--- config.mk ---
export PLATFORM = sky130hd
export DESIGN_NAME = sphf_ctrl
export DESIGN_NICKNAME = d
export VERILOG_FILES = /design/src/sv/sphf_pkg.sv /design/src/sv/sphf_ctrl.sv
export SDC_FILE = /design/constraint.sdc
export NUM_CORES = 1
export LEC_CHECK = 0
export ABC_CLOCK_PERIOD_IN_PS = 1600
export CAP_MARGIN = 20
export CORE_UTILIZATION = 50
export DETAILED_ROUTE_END_ITERATION = 16
export DONT_BUFFER_PORTS = 1
export PLACE_DENSITY = 0.68
export SYNTH_ARGS = -nofsm -noshare
export SYNTH_HDL_FRONTEND = slang
export SYNTH_SLANG_ARGS = --single-unit
--- constraint.sdc ---
create_clock -name clk -period 1.6 [get_ports clk]
set_input_delay 0.24 -clock clk [delete_from_list [all_inputs] [get_ports clk]]
set_output_delay 0.24 -clock clk [all_outputs]
set_load 0.05 [all_outputs]
--- src/sv/sphf_pkg.sv ---
// Shared types, constants and saturation helpers of the SPH pressure force unit.
package sphf_pkg;

	// Number format.
	localparam int FRAC_BITS = 16;
	localparam int VAL_W     = 32;
	localparam int ACC_W     = 48;
	localparam int PROD_W    = 64;
	localparam int DIV_W     = 48;
	localparam int MAG_W     = 80;

	// Softening constant 0.01 in Q format, rounded.
	localparam logic [31:0] C001 = 32'(((1 << FRAC_BITS) + 50) / 100);

	// Register reset values.
	localparam logic [30:0] MASS_RST    = 31'(1 << FRAC_BITS);
	localparam logic [30:0] SUPPORT_RST = 31'(1 << FRAC_BITS);
	localparam logic [30:0] VISC_RST    = 31'd0;

	// Configuration register indexes.
	localparam logic [1:0] CFG_MASS    = 2'd0;
	localparam logic [1:0] CFG_SUPPORT = 2'd1;
	localparam logic [1:0] CFG_VISC    = 2'd2;

	// Opcode of an input item.
	localparam logic OP_BEGIN = 1'b0;

	// Operand pair for the shared multiplier.
	typedef enum logic [3:0] {
		MS_NONE, MS_SQ, MS_CGX, MS_CGY, MS_RDX, MS_RDY, MS_HH, MS_TC,
		MS_HD, MS_MM, MS_VM, MS_M2, MS_SXL, MS_SXH, MS_SYL, MS_SYH
	} mul_sel_t;

	// Destination of a result.
	typedef enum logic [4:0] {
		WB_NONE, WB_OWN, WB_PB, WB_SX, WB_SY, WB_DX, WB_DY, WB_HH, WB_DEN,
		WB_HD, WB_MU, WB_MM, WB_VM, WB_FAC, WB_M2, WB_PL, WB_FX, WB_FY
	} wb_sel_t;

	// Operand pair for the shared divider.
	typedef enum logic [1:0] {
		DS_NONE, DS_P, DS_MU, DS_FAC
	} div_sel_t;

	typedef enum logic [5:0] {
		ST_IDLE, ST_SQ_MUL, ST_P_DIV, ST_P_WAIT,
		ST_GX_MUL, ST_GX_WB, ST_GY_MUL, ST_GY_WB,
		ST_DX_MUL, ST_DX_WB, ST_DY_MUL, ST_DY_WB, ST_DOT,
		ST_HH_MUL, ST_HH_WB, ST_C_MUL, ST_C_WB, ST_HD_MUL, ST_HD_WB,
		ST_MU_DIV, ST_MU_WAIT, ST_MM_MUL, ST_MM_WB, ST_VM_MUL, ST_VM_WB,
		ST_FAC_DIV, ST_FAC_WAIT, ST_END, ST_M2_MUL, ST_M2_WB,
		ST_SXL_MUL, ST_SXL_WB, ST_SXH_MUL, ST_SXH_WB,
		ST_SYL_MUL, ST_SYL_WB, ST_SYH_MUL, ST_SYH_WB
	} state_t;

	typedef struct packed {
		logic     load;
		mul_sel_t mul;
		div_sel_t div;
		wb_sel_t  wb;
	} cmd_t;

	typedef struct packed {
		logic opcode;
		logic last;
		logic dot_neg;
		logic div_done;
		logic out_busy;
	} status_t;

	// Saturate a 33-bit signed value to 32 bits.
	function automatic logic signed [31:0] sat33(input logic signed [32:0] v);
		logic signed [31:0] r;
		if (v[32] != v[31]) begin
			r = v[32] ? {1'b1, 31'd0} : {1'b0, {31{1'b1}}};
		end else begin
			r = v[31:0];
		end
		return r;
	endfunction

	// Saturate a 49-bit signed value to 48 bits.
	function automatic logic signed [47:0] sat49(input logic signed [48:0] v);
		logic signed [47:0] r;
		if (v[48] != v[47]) begin
			r = v[48] ? {1'b1, 47'd0} : {1'b0, {47{1'b1}}};
		end else begin
			r = v[47:0];
		end
		return r;
	endfunction

	// Apply a sign to a magnitude and saturate to 32 bits.
	function automatic logic signed [31:0] sat_mag(input logic [MAG_W-1:0] m,
		input logic neg);
		logic big;
		logic signed [31:0] r;
		big = |m[MAG_W-1:32];
		if (neg) begin
			r = (big || (m[31] && |m[30:0])) ? {1'b1, 31'd0} : -m[31:0];
		end else begin
			r = (big || m[31]) ? {1'b0, {31{1'b1}}} : m[31:0];
		end
		return r;
	endfunction

	function automatic logic [31:0] mag32(input logic signed [31:0] v);
		return v[31] ? -v : v;
	endfunction

	function automatic logic [47:0] mag48(input logic signed [47:0] v);
		return v[47] ? -v : v;
	endfunction

endpackage

--- src/sv/sphf_ctrl.sv ---
// Controller: state machine that sequences the datapath for one item.
module sphf_ctrl (
	input  logic              clk,
	input  logic              arst_n,
	input  logic              item_valid,
	output logic              item_stall,
	input  sphf_pkg::status_t status,
	output sphf_pkg::cmd_t    cmd
);
	import sphf_pkg::*;

	state_t state_q, state_d;
	logic   vpass_q, vpass_d;

	// State register.
	always_ff @(posedge clk or negedge arst_n) begin
		if (!arst_n) begin
			state_q <= ST_IDLE;
			vpass_q <= 1'b0;
		end else begin
			state_q <= state_d;
			vpass_q <= vpass_d;
		end
	end

	// Next state and commands.
	always_comb begin
		state_d  = state_q;
		vpass_d  = vpass_q;
		cmd.load = 1'b0;
		cmd.mul  = MS_NONE;
		cmd.div  = DS_NONE;
		cmd.wb   = WB_NONE;
		unique case (state_q)
			ST_IDLE: begin
				if (item_valid) begin
					cmd.load = 1'b1;
					vpass_d  = 1'b0;
					state_d  = ST_SQ_MUL;
				end
			end
			ST_SQ_MUL: begin cmd.mul = MS_SQ; state_d = ST_P_DIV; end
			ST_P_DIV:  begin cmd.div = DS_P; state_d = ST_P_WAIT; end
			ST_P_WAIT: begin
				if (status.div_done) begin
					if (status.opcode == OP_BEGIN) begin
						cmd.wb  = WB_OWN;
						state_d = ST_IDLE;
					end else begin
						cmd.wb  = WB_PB;
						state_d = ST_GX_MUL;
					end
				end
			end
			ST_GX_MUL: begin cmd.mul = MS_CGX; state_d = ST_GX_WB; end
			ST_GX_WB:  begin cmd.wb = WB_SX; state_d = ST_GY_MUL; end
			ST_GY_MUL: begin cmd.mul = MS_CGY; state_d = ST_GY_WB; end
			ST_GY_WB: begin
				cmd.wb  = WB_SY;
				state_d = vpass_q ? ST_END : ST_DX_MUL;
			end
			ST_DX_MUL: begin cmd.mul = MS_RDX; state_d = ST_DX_WB; end
			ST_DX_WB:  begin cmd.wb = WB_DX; state_d = ST_DY_MUL; end
			ST_DY_MUL: begin cmd.mul = MS_RDY; state_d = ST_DY_WB; end
			ST_DY_WB:  begin cmd.wb = WB_DY; state_d = ST_DOT; end
			ST_DOT:    state_d = status.dot_neg ? ST_HH_MUL : ST_END;
			ST_HH_MUL: begin cmd.mul = MS_HH; state_d = ST_HH_WB; end
			ST_HH_WB:  begin cmd.wb = WB_HH; state_d = ST_C_MUL; end
			ST_C_MUL:  begin cmd.mul = MS_TC; state_d = ST_C_WB; end
			ST_C_WB:   begin cmd.wb = WB_DEN; state_d = ST_HD_MUL; end
			ST_HD_MUL: begin cmd.mul = MS_HD; state_d = ST_HD_WB; end
			ST_HD_WB:  begin cmd.wb = WB_HD; state_d = ST_MU_DIV; end
			ST_MU_DIV: begin cmd.div = DS_MU; state_d = ST_MU_WAIT; end
			ST_MU_WAIT: begin
				if (status.div_done) begin
					cmd.wb  = WB_MU;
					state_d = ST_MM_MUL;
				end
			end
			ST_MM_MUL: begin cmd.mul = MS_MM; state_d = ST_MM_WB; end
			ST_MM_WB:  begin cmd.wb = WB_MM; state_d = ST_VM_MUL; end
			ST_VM_MUL: begin cmd.mul = MS_VM; state_d = ST_VM_WB; end
			ST_VM_WB:  begin cmd.wb = WB_VM; state_d = ST_FAC_DIV; end
			ST_FAC_DIV: begin cmd.div = DS_FAC; state_d = ST_FAC_WAIT; end
			ST_FAC_WAIT: begin
				// The viscosity factor reuses the gradient accumulation steps.
				if (status.div_done) begin
					cmd.wb  = WB_FAC;
					vpass_d = 1'b1;
					state_d = ST_GX_MUL;
				end
			end
			ST_END:     state_d = status.last ? ST_M2_MUL : ST_IDLE;
			ST_M2_MUL:  begin cmd.mul = MS_M2; state_d = ST_M2_WB; end
			ST_M2_WB:   begin cmd.wb = WB_M2; state_d = ST_SXL_MUL; end
			ST_SXL_MUL: begin cmd.mul = MS_SXL; state_d = ST_SXL_WB; end
			ST_SXL_WB:  begin cmd.wb = WB_PL; state_d = ST_SXH_MUL; end
			ST_SXH_MUL: begin cmd.mul = MS_SXH; state_d = ST_SXH_WB; end
			ST_SXH_WB:  begin cmd.wb = WB_FX; state_d = ST_SYL_MUL; end
			ST_SYL_MUL: begin cmd.mul = MS_SYL; state_d = ST_SYL_WB; end
			ST_SYL_WB:  begin cmd.wb = WB_PL; state_d = ST_SYH_MUL; end
			ST_SYH_MUL: begin cmd.mul = MS_SYH; state_d = ST_SYH_WB; end
			ST_SYH_WB: begin
				// Hold until the result register is free.
				if (!status.out_busy) begin
					cmd.wb  = WB_FY;
					state_d = ST_IDLE;
				end
			end
			default: state_d = ST_IDLE;
		endcase
	end

	assign item_stall = (state_q != ST_IDLE);

endmodule

==> results of run 1 <==
[metrics by stage]
step,hold WS [ps],setup TNS [ps]
after floorplan,-55.6,-1600
after global placement,-55.5,-2700
after detailed placement,-55.5,-3260
[cells by family after synthesis]
logic type	after synthesis	share of synthesized area, %
simple gates	84	39.5
compound gates	54	30.2
buf+inv	23	10.9
flops	7	14.4
xor+xnor	3	2.17
mux	3	2.78
==> flow_summary.ini, run 1 <==
[clocking]
cts_setup_buffers = 12
numCtsBuffers = 3
cts_sinks = 7
cts_buffer_depth = 2
cts_max_level = 1
cts_resized = 70
hold_buffers = 1
clock-root-buffer = clkbuf_4

[floorplanning]
die_h_um = 51.3
die_w_um = 51.3
rows = 17
start_util_pct = 53.8
ios = 21

[yosys]
yosysTopAreaCell = dfrtp_1
syn_avg_cell_area_um2 = 6.98
synthFlopType = dfrtp_1
synth_most_common_cell = nand2_1
synth_cell_types = 55
syn_inst = 174
netlist.area_leader.share_pct = 14.4
async_flop_share_pct = 100
synth_nets = 182
synthTopCellsByArea = dfrtp_1 (14%), nand2_1 (6.2%), a21oi_1 (4.9%), buf_4 (4.9%), o21ai_0 (4.5%)
netlist_top_cells_count = nand2_1 (20), nor2_1 (14), a21oi_1 (12)
syn_area_um2 = 1210
ys_warn_count = 0
yosysSeqAreaShare_pct = 14.4
synth_seq_cells = 7
synth_edf_count = 0

[place]
placed_cells = 262
place_area_um2 = 1960
place_congestion = 1.07
place_ws_ps = -387
port_buffers = 0
hpwlAfterDp_mm = 3.85

[run_status]
status = did not finish
firstError = [ERROR DPL-0038] Utilization greater than 100%, impossible to legalize
flow.stopped_at = clock tree synthesis
==> inputs of run 2 (changes only) <==
--- a/config.mk
+++ b/config.mk
@@ -5,12 +5,13 @@
 export SDC_FILE = /design/constraint.sdc
 export NUM_CORES = 1
 export LEC_CHECK = 0
-export ABC_CLOCK_PERIOD_IN_PS = 1600
+export ABC_CLOCK_PERIOD_IN_PS = 2100
 export CAP_MARGIN = 20
-export CORE_UTILIZATION = 50
+export CORE_AREA = 2 2 63 65
 export DETAILED_ROUTE_END_ITERATION = 16
+export DIE_AREA = 0 0 65 67
 export DONT_BUFFER_PORTS = 1
-export PLACE_DENSITY = 0.68
+export PLACE_DENSITY_LB_ADDON = 0.15
 export SYNTH_ARGS = -nofsm -noshare
 export SYNTH_HDL_FRONTEND = slang
 export SYNTH_SLANG_ARGS = --single-unit
==> constraint.sdc (replaced) <==
create_clock -name clk -period 2.1 [get_ports clk]
set_input_delay 0.315 -clock clk [delete_from_list [all_inputs] [get_ports clk]]
set_output_delay 0.315 -clock clk [all_outputs]
set_load 0.05 [all_outputs]
==> run 2 against run 1 <==
The run now ends clean; area after synthesis unchanged; synthesized cell count unchanged.
==> flow_summary.ini, run 2 <==
[floorplanning]
coreArea_um2 = 3610
die_h_um = 67
start_util_pct = 33.7
rows = 22
ios = 21
die_w_um = 65
die_area_um2 = 4360

[timing]
slew_violations = 0
timing.final.crit_period_ps = 2060
finalSetupViolCount = 0
worstMarginPinSlew_ps = 417
max_freq_mhz = 485
finalClockSkew_ps = 3.60
fin_tns_setup_ps = 0
slew_headroom_pct = 71.5
fin_hold_ws_ps = 308
finalCritPeriodShare_pct = 98.2
setup_slack_ps = 37.8
hold_viol_final = 0

[clocking]
clock-root-buffer = clkbuf_8
cts_max_level = 1
clkSlewWorstSetupHoldPaths_ps = 40
cts_sinks = 7
worstSkewPairLatency_ps = 230
cts_tree = done
numCtsBuffers = 3
cts_buffer_depth = 2

[drt]
wirelength_mm = 4.43
ant_nets = 0
vias = 1532
avgViaCountPerCell = 6.08
route.detailed.drc = 0
drt_pass1_iterations = 5
drtIter0Drc = 139
wl_per_cell_um = 17.6

[run_status]
status = completed

[yosys]
synth_nets = 182
async_flop_share_pct = 100
netlist.area_leader.share_pct = 14.4
synth_seq_cells = 7
yosysSeqAreaShare_pct = 14.4
syn_avg_cell_area_um2 = 6.98
syn_inst = 174
yosysTopAreaCell = dfrtp_1
synth_cell_types = 55
synthTopCellsByArea = dfrtp_1 (14%), nand2_1 (6.2%), a21oi_1 (4.9%), buf_4 (4.9%), o21ai_0 (4.5%)
synthFlopType = dfrtp_1
netlist_top_cells_count = nand2_1 (20), nor2_1 (14), a21oi_1 (12)
synth_edf_count = 0
ys_warn_count = 0
synth_most_common_cell = nand2_1
syn_area_um2 = 1210

[place]
place_congestion = 0.911
hpwlAfterDp_mm = 3.18
place_ws_ps = 169
port_buffers = 0

[final_layout]
seq_area_um2 = 181
diodes = 0
largest_reg_flops = 6
final_common_cell = buf_4
area_growth_pct = 42.9
mostFrequentLayoutCells = buf_4 (32), nand2_1 (19), a21oi_1 (12)
reg.largest.list = state_q: 6 flops, vpass_q: 1 flops
regMostFlops = state_q
final_util_pct = 48.1
n_fill_cell = 357
multi_input_area_um2 = 1010
drive_gt1_share_pct = 41.2
layout.nets = 213

[job]
cap_violations = 0

[critical_path]
path_class = reg2out
worstPathMaxFanout = 12
required_ps = 1780
critPathArrivalTime_ps = 1750
cp-start-kind = flip-flop
end_kind = output port

[global_route]
grt_start_max_net_pins = 30
overflow = 0
grt_antenna_before_repair = 0
grt_pass1_vias = 1407
grt_pass1_wl_mm = 6.86
grt_usage_pct = 20.6

[worst_hold_path]
min_path_type = in2reg

[pwr]
power_leakage_nw = 0.705
ir_drop_v = 0.00106
power_mw = 3.50
cellPowerDensity_nw_per_um2 = 2020
run 2: layout make-up:
class                   instances  share of cell area [%]
repair buffers                 42                    23.8
flip-flops and latches          7                    10.5
multi-input cells             144                    58.2
well taps                      48                    3.46
clock buffers                   4                    2.60
inverters                       7                    1.52
run 2: where the power goes:
| group | internal (mW) | total [mW] | switching, mW |
|---|---|---|---|
| combinational | 1.28 | 2.98 | 1.69 |
| clock | 0.132 | 0.194 | 0.0626 |
| sequential | 0.208 | 0.329 | 0.121 |
run 2: path summary, 6_finish.rpt:
kind	from	slack (ps)	cells after the start	end
worst min-delay path	status[0]	310	2	state_q[5]
worst max-delay path	state_q[4]	40	7	cmd[0]
min in group asynchronous	arst_n	420	1	state_q[4]
worst min register to register	vpass_q	690	2	vpass_q
worst max register to register	state_q[0]	110	8	state_q[4]
max in group asynchronous	arst_n	1410	1	state_q[5]
run 2: kinds of logic after synthesis:
family	count (synthesis)	share of synthesized area, %
AND/OR/NAND/NOR	84	39.5
flip-flops	7	14.4
XOR/XNOR	3	2.17
AO/OA/AOI/OAI	54	30.2
buffers and inverters	23	10.9
multiplexers	3	2.78
run 2: critical path, cell delays in order, from the launching register on:
cell,delay [ps]
dfrtp_2,440
buf_4,230
nor2b_1,220
nand4_1,190
o21ai_0,130
a21oi_1,70
o21ai_2,80
buf_12,160
run 2: what timing repair did:
action / 4_1_cts / 5_1_grt
hold endpoints to repair: 7 / 0
setup buffers: 0 / 10
setup endpoints to repair: 4 / 7
pin swaps: 1 / 6
hold buffers: 1 / 0
resized for setup: 7 / 23
run 2: routing by layer:
layer	track usage, %	vias up	share of wire (%)
met5	0	-	0
met4	10.1	0	2.3
met3	2.36	13	7.9
met2	35.2	92	50
met1	25.5	731	39
li1	-	696	-
run 2: stage by stage:
stage               cells  instance area, um^2
floorplan             174                 1240
global placement      237                 1510
detailed placement    237                 1510
CTS                   242                 1580
global route          252                 1730
finish                252                 1730
Note: power is estimated with default switching activity, not from simulation.
